==> src/hdl/protobuf_wire_value_decoder_top_macros.svh <==
// ----------------------------------------------------------------------------
// protobuf wire value decoder assertion macros
// clocked checks shared by the decoder, all disabled during reset
// ----------------------------------------------------------------------------
`ifndef PROTOBUF_WIRE_VALUE_DECODER_TOP_MACROS_SVH
`define PROTOBUF_WIRE_VALUE_DECODER_TOP_MACROS_SVH

// same-cycle implication
`define PBWD_ASSERT_SAME(label, ante, cons, msg) \
   label: assert property (@(posedge clock) disable iff (reset) (ante) |-> (cons)) \
      else $error(msg);

// next-cycle implication
`define PBWD_ASSERT_NEXT(label, ante, cons, msg) \
   label: assert property (@(posedge clock) disable iff (reset) (ante) |=> (cons)) \
      else $error(msg);

`endif

==> src/hdl/pbwd_pkg.sv <==
// ----------------------------------------------------------------------------
// pbwd_pkg
// types and constants shared by the protobuf wire value decoder
// ----------------------------------------------------------------------------
package pbwd_pkg;

   localparam int PBWD_LENGTH_WIDTH = 32;
   localparam int POS_WIDTH         = 4;
   localparam logic [POS_WIDTH-1:0] MAX_VARINT_BYTES = 4'd10;

   typedef enum logic [2:0] {
      KIND_VARINT  = 3'd0,
      KIND_ZIGZAG  = 3'd1,
      KIND_TAG     = 3'd2,
      KIND_FIXED32 = 3'd3,
      KIND_FIXED64 = 3'd4,
      KIND_BYTES   = 3'd5
   } kind_type;

   typedef enum logic [2:0] {
      ST_OK        = 3'd0,
      ST_CUT_OFF   = 3'd1,
      ST_OVERLONG  = 3'd2,
      ST_TOO_LARGE = 3'd3,
      ST_ZERO_TAG  = 3'd4
   } status_type;

   typedef struct packed {
      logic [7:0]  data_byte;
      logic [2:0]  opcode;
      logic [15:0] payload_limit;
      logic        end_of_parcel;
   } req_word_type;

   typedef struct packed {
      logic [63:0] value;
      logic        is_payload_byte;
      logic        value_done;
      logic [2:0]  status;
   } rsp_word_type;

   typedef struct packed {
      logic         valid;
      req_word_type word;
   } req_slot_type;

   typedef struct packed {
      logic         valid;
      rsp_word_type word;
   } rsp_slot_type;

endpackage

==> src/hdl/protobuf_wire_value_decoder_top.sv <==
// ----------------------------------------------------------------------------
// protobuf_wire_value_decoder_top
// decodes protobuf wire values from a parcel byte stream, one byte per word
// ----------------------------------------------------------------------------
// req_ carries one parcel byte per word with the kind opcode, the byte-string
// length limit and an end-of-parcel flag; opcode and limit count only on the
// first byte of a value. rsp_ carries zero or one result word per byte:
// decoded varint, zigzag, tag or fixed value, the length of a byte string,
// or one payload byte, with a done flag and a status.
// An accepted word goes to the input register, where the decode logic works on
// it, and the result register loads the decoded word when the core takes it.
// Throughput is one word per cycle while the result is taken, set by the single
// decode pass over the byte accumulator, length counter and value state.
// Reset clears the value state; the next accepted word starts a new value.
// While rsp_ready is low the result register holds its word, the input
// register fills and req_ready then drops until the result is taken.
// ----------------------------------------------------------------------------
`include "protobuf_wire_value_decoder_top_macros.svh"

module protobuf_wire_value_decoder_top
   import pbwd_pkg::*;
#(
   parameter int LENGTH_WIDTH = PBWD_LENGTH_WIDTH
)
(
   input  logic         clock,
   input  logic         reset,
   input  logic         req_valid,
   output logic         req_ready,
   input  req_word_type req_data,
   output logic         rsp_valid,
   input  logic         rsp_ready,
   output rsp_word_type rsp_data
);

   req_slot_type in_slot;
   rsp_slot_type out_slot;
   logic         take;
   logic         out_free;

   pbwd_in_stage u_in_stage (
      .clock     (clock),
      .reset     (reset),
      .req_valid (req_valid),
      .req_ready (req_ready),
      .req_data  (req_data),
      .take      (take),
      .in_slot   (in_slot)
   );

   pbwd_core #(
      .LENGTH_WIDTH (LENGTH_WIDTH)
   ) u_core (
      .clock    (clock),
      .reset    (reset),
      .in_slot  (in_slot),
      .out_free (out_free),
      .take     (take),
      .out_slot (out_slot)
   );

   pbwd_out_stage u_out_stage (
      .clock     (clock),
      .reset     (reset),
      .out_slot  (out_slot),
      .out_free  (out_free),
      .rsp_valid (rsp_valid),
      .rsp_ready (rsp_ready),
      .rsp_data  (rsp_data)
   );

   `PBWD_ASSERT_SAME(a_no_overwrite, out_slot.valid, out_free, "result register overwritten")
   `PBWD_ASSERT_NEXT(a_accept_held, req_valid && req_ready, in_slot.valid, "accepted word lost")
   `PBWD_ASSERT_SAME(a_error_ends, rsp_valid && rsp_data.status != ST_OK, rsp_data.value_done, "error status without value end")

endmodule

==> src/hdl/pbwd_in_stage.sv <==
// ----------------------------------------------------------------------------
// pbwd_in_stage
// input register: holds one request word until the decode core takes it
// ----------------------------------------------------------------------------
module pbwd_in_stage
   import pbwd_pkg::*;
(
   input  logic         clock,
   input  logic         reset,
   input  logic         req_valid,
   output logic         req_ready,
   input  req_word_type req_data,
   input  logic         take,
   output req_slot_type in_slot
);

   logic         valid_ff;
   logic         valid_in;
   req_word_type word_ff;
   logic         load;

   assign req_ready = !valid_ff || take;
   assign load      = req_valid && req_ready;
   assign valid_in  = load ? 1'b1 : (take ? 1'b0 : valid_ff);

   always_ff @(posedge clock) begin
      if (reset) begin
         valid_ff <= 1'b0;
      end else begin
         valid_ff <= valid_in;
      end
   end

   always_ff @(posedge clock) begin
      if (load) begin
         word_ff <= req_data;
      end
   end

   assign in_slot.valid = valid_ff;
   assign in_slot.word  = word_ff;

endmodule

==> src/hdl/pbwd_core.sv <==
// ----------------------------------------------------------------------------
// pbwd_core
// value state and single-pass decode of one parcel byte per cycle while the result register is free
// ----------------------------------------------------------------------------
module pbwd_core
   import pbwd_pkg::*;
#(
   parameter int LENGTH_WIDTH = PBWD_LENGTH_WIDTH
)
(
   input  logic         clock,
   input  logic         reset,
   input  req_slot_type in_slot,
   input  logic         out_free,
   output logic         take,
   output rsp_slot_type out_slot
);

   logic                    in_value_ff, in_value_in;
   logic                    in_payload_ff, in_payload_in;
   kind_type                kind_ff, kind_in;
   logic [15:0]             limit_ff, limit_in;
   logic [63:0]             acc_ff, acc_in;
   logic [POS_WIDTH-1:0]    pos_ff, pos_in;
   logic [LENGTH_WIDTH-1:0] rem_ff, rem_in;

   logic                    start, known_op, done;
   kind_type                kind_eff;
   logic [15:0]             lim_eff;
   logic [63:0]             acc_eff;
   logic [POS_WIDTH-1:0]    pos_eff;
   logic [LENGTH_WIDTH-1:0] rem_eff, rem_dec, len;
   logic                    pay_eff;
   logic [7:0]              b;
   logic                    eop;
   logic [63:0]             fix_acc, var_acc, zz, tag;
   logic [POS_WIDTH-1:0]    fix_pos, var_pos;
   logic                    fix_last, var_room, too_large;
   logic [6:0]              sh;
   rsp_word_type            res;
   logic                    res_valid;

   assign take = in_slot.valid && out_free;

   // effective state: a fresh value starts from cleared state
   always_comb begin
      b        = in_slot.word.data_byte;
      eop      = in_slot.word.end_of_parcel;
      start    = !in_value_ff;
      known_op = in_slot.word.opcode <= KIND_BYTES;
      kind_eff = start ? kind_type'(in_slot.word.opcode) : kind_ff;
      lim_eff  = start ? in_slot.word.payload_limit : limit_ff;
      acc_eff  = start ? 64'd0 : acc_ff;
      pos_eff  = start ? '0 : pos_ff;
      rem_eff  = start ? '0 : rem_ff;
      pay_eff  = start ? 1'b0 : in_payload_ff;
   end

   // datapath candidates
   always_comb begin
      fix_acc  = pos_eff[3] ? acc_eff : (acc_eff | (64'(b) << {pos_eff[2:0], 3'b000}));
      fix_pos  = pos_eff + 4'd1;
      fix_last = (kind_eff == KIND_FIXED32) ? (fix_pos >= 4'd4) : (fix_pos >= 4'd8);
      sh       = ({3'b000, pos_eff} << 3) - {3'b000, pos_eff};
      var_room = pos_eff < MAX_VARINT_BYTES;
      var_acc  = (var_room && sh < 7'd64) ? (acc_eff | (64'(b[6:0]) << sh)) : acc_eff;
      var_pos  = var_room ? (pos_eff + 4'd1) : pos_eff;
      zz       = {1'b0, var_acc[63:1]} ^ {64{var_acc[0]}};
      tag      = {32'd0, var_acc[31:0]};
      len      = var_acc[LENGTH_WIDTH-1:0];
      too_large = len > LENGTH_WIDTH'(lim_eff);
      rem_dec  = rem_eff - LENGTH_WIDTH'(1);
   end

   // next state and result
   always_comb begin
      in_value_in   = in_value_ff;
      in_payload_in = in_payload_ff;
      kind_in       = kind_ff;
      limit_in      = limit_ff;
      acc_in        = acc_ff;
      pos_in        = pos_ff;
      rem_in        = rem_ff;
      res           = '0;
      res_valid     = 1'b0;
      done          = 1'b0;
      if (take && !(start && !known_op)) begin
         in_value_in   = 1'b1;
         kind_in       = kind_eff;
         limit_in      = lim_eff;
         acc_in        = acc_eff;
         pos_in        = pos_eff;
         rem_in        = rem_eff;
         in_payload_in = pay_eff;
         if (pay_eff) begin
            rem_in              = rem_dec;
            res_valid           = 1'b1;
            res.value           = 64'(b);
            res.is_payload_byte = 1'b1;
            if (rem_dec == '0) begin
               done = 1'b1;
            end else if (eop) begin
               done       = 1'b1;
               res.status = ST_CUT_OFF;
            end
         end else if (kind_eff == KIND_FIXED32 || kind_eff == KIND_FIXED64) begin
            acc_in = fix_acc;
            pos_in = fix_pos;
            if (fix_last) begin
               res_valid = 1'b1;
               done      = 1'b1;
               res.value = fix_acc;
            end else if (eop) begin
               res_valid  = 1'b1;
               done       = 1'b1;
               res.status = ST_CUT_OFF;
            end
         end else begin
            acc_in = var_acc;
            pos_in = var_pos;
            if (!b[7]) begin
               res_valid = 1'b1;
               done      = 1'b1;
               case (kind_eff)
                  KIND_ZIGZAG: begin
                     res.value = zz;
                  end
                  KIND_TAG: begin
                     res.value = tag;
                     if (tag == 64'd0) begin
                        res.status = ST_ZERO_TAG;
                     end
                  end
                  KIND_BYTES: begin
                     res.value = 64'(len);
                     if (too_large) begin
                        res.status = ST_TOO_LARGE;
                     end else if (len != '0) begin
                        done          = 1'b0;
                        rem_in        = len;
                        in_payload_in = 1'b1;
                        acc_in        = '0;
                        pos_in        = '0;
                     end
                  end
                  default: begin
                     res.value = var_acc;
                  end
               endcase
            end else if (var_pos >= MAX_VARINT_BYTES) begin
               res_valid  = 1'b1;
               done       = 1'b1;
               res.status = (kind_eff == KIND_TAG && eop) ? ST_CUT_OFF : ST_OVERLONG;
            end else if (eop) begin
               res_valid  = 1'b1;
               done       = 1'b1;
               res.status = ST_CUT_OFF;
            end
         end
         if (done) begin
            in_value_in   = 1'b0;
            in_payload_in = 1'b0;
            acc_in        = '0;
            pos_in        = '0;
            rem_in        = '0;
         end
      end
      res.value_done = done;
   end

   always_ff @(posedge clock) begin
      if (reset) begin
         in_value_ff   <= 1'b0;
         in_payload_ff <= 1'b0;
      end else begin
         in_value_ff   <= in_value_in;
         in_payload_ff <= in_payload_in;
      end
   end

   always_ff @(posedge clock) begin
      kind_ff  <= kind_in;
      limit_ff <= limit_in;
      acc_ff   <= acc_in;
      pos_ff   <= pos_in;
      rem_ff   <= rem_in;
   end

   assign out_slot.valid = res_valid;
   assign out_slot.word  = res;

endmodule

==> src/hdl/pbwd_out_stage.sv <==
// ----------------------------------------------------------------------------
// pbwd_out_stage
// result register: holds one response word until the receiver takes it
// ----------------------------------------------------------------------------
module pbwd_out_stage
   import pbwd_pkg::*;
(
   input  logic         clock,
   input  logic         reset,
   input  rsp_slot_type out_slot,
   output logic         out_free,
   output logic         rsp_valid,
   input  logic         rsp_ready,
   output rsp_word_type rsp_data
);

   logic         valid_ff;
   logic         valid_in;
   rsp_word_type word_ff;

   assign out_free = !valid_ff || rsp_ready;
   assign valid_in = out_slot.valid ? 1'b1 : (rsp_ready ? 1'b0 : valid_ff);

   always_ff @(posedge clock) begin
      if (reset) begin
         valid_ff <= 1'b0;
      end else begin
         valid_ff <= valid_in;
      end
   end

   always_ff @(posedge clock) begin
      if (out_slot.valid) begin
         word_ff <= out_slot.word;
      end
   end

   assign rsp_valid = valid_ff;
   assign rsp_data  = word_ff;

endmodule
==> config.mk <==
export PLATFORM = sky130hd
export DESIGN_NAME = protobuf_wire_value_decoder_top
export DESIGN_NICKNAME = d
export VERILOG_FILES = /design/src/hdl/pbwd_pkg.sv /design/src/hdl/protobuf_wire_value_decoder_top.sv /design/src/hdl/pbwd_in_stage.sv /design/src/hdl/pbwd_core.sv /design/src/hdl/pbwd_out_stage.sv
export VERILOG_INCLUDE_DIRS = /design/src /design/src/hdl
export SDC_FILE = /design/constraint.sdc
export NUM_CORES = 1
export LEC_CHECK = 0
export BUFFER_PORTS_ARGS = -buffer_cell sky130_fd_sc_hd__buf_2
export CAP_MARGIN = 5
export CORE_MARGIN = 2
export CORE_UTILIZATION = 39
export DETAILED_ROUTE_END_ITERATION = 8
export GPL_TIMING_DRIVEN = 0
export PLACE_DENSITY = 0.57
export SYNTH_ARGS = -nofsm -noshare
export SYNTH_HDL_FRONTEND = slang
export SYNTH_SLANG_ARGS = --single-unit
==> constraint.sdc <==
create_clock -name clock -period 16.69 [get_ports clock]
set_clock_uncertainty 0.05 [all_clocks]
set_input_delay 1.669 -clock clock [delete_from_list [all_inputs] [get_ports clock]]
set_output_delay 1.669 -clock clock [all_outputs]
set_load 0.02 [all_outputs]
==> flow_summary.toml, run 1 <==
[route]
wl_per_cell_um = 30.2
wl_met3_mm = 9.20
viasPerCell = 6.54
ant_nets = 0
first_iter_violations = 2512
top_layer_used = "met5"
first_pass_iters = 7
drt-total-wl_mm = 74.9
met2WireLength_mm = 30.3
dr_total_vias = 16200
wl_met1_mm = 30.7
drc = 0

[synth]
synth-seq-cells = 220
synth_common_cells = "nand2_1 (232), edfxtp_1 (216), nor2_1 (212)"
synth_top_area_share_pct = 41.2
synth.most_common_cell = "nand2_1"
synth_area_leaders = "edfxtp_1 (41%), nand2_1 (5.5%), nor2_1 (5.0%)"
synth_edf_count = 216
synthFlopType = "edfxtp_1"
syn_inst = 1800
synth_nets = 1852
yosysSeqAreaShare_pct = 41.7
async_flop_share_pct = 0
syn_area_um2 = 15800
ys.warnings.count = 0
synth_area_leader_cell = "edfxtp_1"
ys_types = 98
avgSynthCellArea_um2 = 8.75

[setup_path]
crit_chain = "buf_4 > buf_2 > buf_2 > buf_2 > buf_2 > nand2_1 > ha_1 > clkbuf_1 > clkinv_1 > nand2_1 > nand2_1 > a2bb2oi_1 > o21ai_1 > ha_1 > a21o_1 > a21o_1 > a21oi_1 > o2bb2ai_1 > o31ai_1 > o311ai_1 > nand4b_1 > clkbuf_1 > a311oi_1 > nor3_2"
cpMaxStageDelayCell = "a2bb2oi_1"
arrival_ns = 10.56
worstSetupStartpoint = "u_core.in_value_ff"
r2r_end = "u_core.acc_ff[48]"
crit_fanout = 10
setup.worst_path.end = "u_core.acc_ff[48]"
crit_type = "reg -> reg"
rrSetupSlack_ns = 6.39
worst-path-buf-inv = 8
worstRegToRegCells = 24
reg2reg_from = "u_core.in_value_ff"
cpLargestDelayFamily = "compound AO/OA/AOI/OAI gates"
crit_path_max_incr_delay_ns = 1.11
crit_required_ns = 16.95
crit_path_end_kind = "register"
path_depth = 24
startpoint_type = "register"
critPathMostFrequentCell = "buf_2"

[clock_tree]
cts_setup_buffers = 0
cts_sinks = 220
numCtsBuffers = 27
clkLatencyLatePin_ns = 0.58
cts_tree = "built"
htreeDepth = 1
cts_root_buf = "clkbuf_16"
cts_hold_buffers = 0
clk_path_buf_depth = 3
cts.repair.resized = 0
clk_pin_slew_ns = 0.06

[floorplan]
coreArea_um2 = 39800
dieHeight_um = 205
io-pin-count = 103
die-area_um2 = 42000
die_x_um = 205
rows = 73
start_util_pct = 39.6

[pwr]
pwr_density_cell_nw_per_um2 = 86.8
p_leak_nw = 5.65
ir_drop_uv = 87.1

[layout]
antennaDiodeCount = 0
drive_above_1_share_pct = 12.7
fin_nets = 1988
fillers = 4024
syn2layout_area_growth_pct = 13.6
final_util_pct = 45.0
final_cell_area_um2 = 17900

[sta]
slew_violations = 0
fin_tns_setup_ns = 0
fin_crit_ns = 10.30
rsz0062_at_grt = "false"
finalSetupViolCount = 0
finalHoldViolCount = 0
timing.fmax_ghz = 0.0971
period_share_pct = 61.7
relSlewSlack_pct = 1.13
worst_pin_slew_ns = 1.47

[place]
gp_congestion = 1.06
placed_area_um2 = 17000
port_buffers = 102
hpwl_mm = 54.0

[hold_path]
hold_path.class = "reg -> reg"
min_path_cells = 2

[global_routing]
grt-ovfl-total = 0
grt_pass1_vias = 15100
grt_max_degree = 70
track_usage_pct = 35.3
grt_pass1_wl_mm = 107
antenna_found_initial = 3

[job]
cap_violations = 1

[outcome]
violations = "capacitance limit"
outcome = "finished, violations left"
[report_power, final]
part | internal [mW] | switching, mW
logic | 0.0839 | 0.224
clock network | 0.344 | 0.255
registers | 0.632 | 0.0134
total | 1.06 | 0.493
[worst min path at each step]
stage | endpoint | slack, ns | from
floorplan | u_core.in_value_ff | 0.47 | u_in_stage.valid_ff
global placement | u_out_stage.rsp_valid | 0.46 | u_out_stage.rsp_valid
detailed placement | u_out_stage.rsp_valid | 0.46 | u_out_stage.rsp_valid
CTS | u_out_stage.rsp_valid | 0.47 | u_out_stage.rsp_valid
global route | u_out_stage.rsp_valid | 0.49 | u_out_stage.rsp_valid
finish | u_out_stage.rsp_valid | 0.47 | u_out_stage.rsp_valid
[logic make-up after synthesis]
kind of cell	Yosys count	synth area share, %
AO/OA/AOI/OAI	563	24.0
XOR/XNOR	79	4.39
adder cells (fa/ha/maj)	20	1.59
buffers and inverters	202	5.37
flip-flops	220	41.7
multiplexers	27	1.74
AND/OR/NAND/NOR	689	21.2
[tightest hold or removal path, delay by kind of cell (launching register included)]
kind	cells	cell delay, ns
flip-flops	1	0.32
AND/OR/NAND/NOR	1	0.09
AO/OA/AOI/OAI	1	0.06
[sequential cells by signal, summed over array words and instances, names as in the netlist]
name and flops:
u_core.acc_ff 64, u_core.in_value_ff 1, u_core.rem_ff 32, u_in_stage.valid_ff 1, u_core.pos_ff 4, u_core.kind_ff 3, u_out_stage.rsp_data 69, u_out_stage.rsp_valid 1
u_core.limit_ff 16, u_core.in_payload_ff 1, u_in_stage.in_slot 28
[cell usage in the layout, fill, tap and decap left out, types with 42 or more instances in the layout]
cell type,Yosys,routed
a21oi_1,101,101
a31oi_1,50,50
buf_2,22,124
clkbuf_1,114,117
edfxtp_1,216,216
inv_1,43,42
nand2_1,232,232
nand3_1,45,45
nor2_1,212,212
nor3_1,42,42
o21ai_0,119,118
xnor2_1,75,75
[layer usage]
| layer | global-route usage (%) | vias up |
|---|---|---|
| met2 | 49.6 | 1191 |
| met3 | 8.08 | 264 |
| met5 | 0 | - |
| li1 | - | 7028 |
| met4 | 19.0 | 4 |
| met1 | 50.1 | 7747 |
[through the flow]
step	hold WS [ns]	total power, mW	cells	worst slack [ns]
after floorplan	0.465	0.834	1800	8.93
after global placement	0.455	0.950	2427	4.88
after detailed placement	0.456	0.950	2431	6.91
after CTS	0.474	1.55	2480	6.90
after global routing	0.494	1.60	2481	6.43
final	0.472	1.55	2481	6.39
[final cells by class]
cell class                      instances  area (um^2)  area share [%]
Buffer                                157          681            3.80
Clock inverter                         18          185            1.03
Clock buffer                           31          691            3.86
Timing Repair Buffer                  107          592            3.30
Inverter                               45          171           0.957
Sequential cell                       220         6570            36.7
Tap cell                              525          657            3.67
Multi-Input combinational cell       1378         8360            46.7
No activity file was read; power rests on OpenSTA's default activity.
==> run 2: changes to the inputs <==
--- a/config.mk
+++ b/config.mk
@@ -6,13 +6,14 @@
 export SDC_FILE = /design/constraint.sdc
 export NUM_CORES = 1
 export LEC_CHECK = 0
+export ABC_AREA = 1
 export BUFFER_PORTS_ARGS = -buffer_cell sky130_fd_sc_hd__buf_2
 export CAP_MARGIN = 5
 export CORE_MARGIN = 2
 export CORE_UTILIZATION = 39
 export DETAILED_ROUTE_END_ITERATION = 8
 export GPL_TIMING_DRIVEN = 0
-export PLACE_DENSITY = 0.57
+export PLACE_DENSITY = 0.59
 export SYNTH_ARGS = -nofsm -noshare
 export SYNTH_HDL_FRONTEND = slang
 export SYNTH_SLANG_ARGS = --single-unit
==> constraint.sdc (replaced) <==
create_clock -name clock -period 8.9 [get_ports clock]
set_clock_uncertainty 0.05 [all_clocks]
set_input_delay 0.89 -clock clock [delete_from_list [all_inputs] [get_ports clock]]
set_output_delay 0.89 -clock clock [all_outputs]
set_load 0.02 [all_outputs]
==> flow_summary.toml, run 2 <==
[outcome]
outcome = "finished clean"

[global_routing]
antenna_found_initial = 3
grt_pass1_wl_mm = 109
grt_util_met1_pct = 41.6
grt_pass1_vias = 16300
track_usage_pct = 34.1
grt_max_degree = 89
grt-busiest-layer = "met2"
grt-ovfl-total = 0
grtUsageMet2_pct = 55.7
gr-usage-met3_pct = 6.17

[sta]
rsz0062_at_grt = "false"
finalHoldViolCount = 0
fin_tns_setup_ns = 0
slew_violations = 0
period_share_pct = 74.1
relSlewSlack_pct = 4.94
timing.fmax_ghz = 0.152
fin_crit_ns = 6.60
worst_pin_slew_ns = 1.41
finalSetupViolCount = 0

[route]
dr_total_vias = 16700
viasPerCell = 5.92
drc = 0
wl_per_cell_um = 26.5
ant_nets = 0
first_pass_iters = 6
first_iter_violations = 1885
drt-total-wl_mm = 74.7

[setup_path]
cpLargestDelayFamily = "buffers and inverters"
crit_type = "reg -> reg"
worst-path-buf-inv = 10
crit_required_ns = 9.28
crit_path_end_kind = "register"
crit_chain = "buf_6 > buf_6 > buf_6 > buf_2 > buf_2 > buf_1 > buf_1 > clkbuf_1 > o21ai_0 > ha_1 > nand4_1 > a31o_2 > o2111ai_1 > nand2_1 > nand3_2 > nor2_4 > clkinv_2 > clkbuf_1 > a21oi_1 > nor2_1"
critPathMostFrequentCell = "buf_6"
startpoint_type = "register"
arrival_ns = 6.97
crit_path_max_incr_delay_ns = 0.86
crit_fanout = 10
path_depth = 20
worstRegToRegCells = 20
cpMaxStageDelayCell = "buf_1"

[synth]
synth_common_cells = "nand2_1 (528), o21ai_0 (222), edfxtp_1 (216)"
ys_types = 56
synth_nets = 2178
syn_inst = 2126
avgSynthCellArea_um2 = 7.61
async_flop_share_pct = 0
yosysSeqAreaShare_pct = 40.6
synth-seq-cells = 220
syn_area_um2 = 16200
synth_top_area_share_pct = 40.1
synth_area_leaders = "edfxtp_1 (40%), nand2_1 (12%), o21ai_0 (6.9%)"
synth_area_leader_cell = "edfxtp_1"
synth.most_common_cell = "nand2_1"
ys.warnings.count = 0
synth_edf_count = 216
synthFlopType = "edfxtp_1"

[floorplan]
start_util_pct = 39.5
io-pin-count = 103
die-area_um2 = 43100
rows = 74
die_x_um = 208
dieHeight_um = 208
coreArea_um2 = 40900

[layout]
fillers = 4269
fin_nets = 2312
largest_reg_flops = 69
drive_above_1_share_pct = 16.9
syn2layout_area_growth_pct = 13.3
final_common_cell = "nand2_1"
mostFrequentLayoutCells = "nand2_1 (528), o21ai_0 (222), edfxtp_1 (216)"

[clock_tree]
cts_sinks = 220
cts.repair.resized = 0
htreeDepth = 1
cts_hold_buffers = 0
clk_pin_slew_ns = 0.06
numCtsBuffers = 28
cts_tree = "built"
cts_root_buf = "clkbuf_16"
clkLatencyLatePin_ns = 0.61
cts_setup_buffers = 0
clk_path_buf_depth = 3

[place]
gp_congestion = 1.03
hpwl_mm = 57.1
port_buffers = 102

[pwr]
p_leak_nw = 6.99
ir_drop_uv = 148
power_mw = 3.41
pwr_density_cell_nw_per_um2 = 186

[job]
cap_violations = 0

[hold_path]
min_path_cells = 1
hold_path.class = "in -> reg"
[run 2: cell types whose count changed after synthesis, sizes merged, moves of 24 or more]
cell	before	now
clkbuf	114	86
nor3	77	10
o21ai	133	290
nand3	46	149
xnor2	75	2
inv	44	148
mux2i	24	0
a22oi	40	0
a21oi	101	255
a311oi	36	0
nand2	232	559
a31oi	50	10
[run 2: metal layers]
| layer | share of wire (%) | up-vias | wire length (um) |
|---|---|---|---|
| met3 | 8.1 | 246 | 6040 |
| met4 | 7.6 | 2 | 5650 |
| li1 | - | 7594 | - |
| met2 | 46 | 847 | 34100 |
| met5 | 0.016 | - | 12 |
| met1 | 39 | 7968 | 28900 |
[run 2: worst paths after layout]
kind,from,to,slack [ns]
worst max-delay path,u_core.in_value_ff,u_core.pos_ff[1],2.30
worst min-delay path,req_data[13],u_in_stage.in_slot[13],0.41
worst max register to register,u_core.in_value_ff,u_core.pos_ff[1],2.30
worst min register to register,u_core.in_payload_ff,u_core.in_payload_ff,0.42
[run 2: cells by family (layout without fill, tap and decap cells)]
family          count (synthesis)  in the layout  synth area share (%)
flops                         220            220                  40.6
buf+inv                       289            444                  8.19
xor+xnor                       25             25                  1.35
simple gates                  962            962                  25.9
other cells                     0              3                     0
fa+ha+maj                      20             20                  1.55
compound gates                610            610                  22.4
[run 2: layout make-up]
| cell class | instances | area (um^2) | share of cell area, % |
|---|---|---|---|
| clock inverter | 21 | 203 | 1.11 |
| timing repair buffer | 104 | 558 | 3.04 |
| tap | 532 | 666 | 3.63 |
| multi-input combinational | 1617 | 8290 | 45.2 |
| antenna | 3 | 7.51 | 0.0410 |
| clock buffer | 30 | 708 | 3.86 |
| sequential | 220 | 6570 | 35.8 |
| inverter | 151 | 581 | 3.17 |
| buffer | 138 | 752 | 4.10 |
[run 2: power by group]
part,switching (mW),leakage [nW],internal (mW)
Combinational,0.768,4.46,0.272
Sequential,0.0225,2.09,1.20
Clock,0.509,0.443,0.641
Total,1.30,6.99,2.11
[run 2: stage by stage]
step | util [%] | setup slack, ns | area [um^2] | std cells | hold WS, ns
floorplan | - | 3.06 | 16200 | 2126 | 0.389
global placement | 42.4 | 0.0439 | 17400 | 2760 | 0.406
detailed placement | 42.5 | 2.52 | 17400 | 2762 | 0.413
CTS | 44.8 | 2.51 | 18300 | 2813 | 0.384
global route | 44.8 | 2.12 | 18300 | 2814 | 0.394
finish | 44.8 | 2.30 | 18300 | 2816 | 0.406
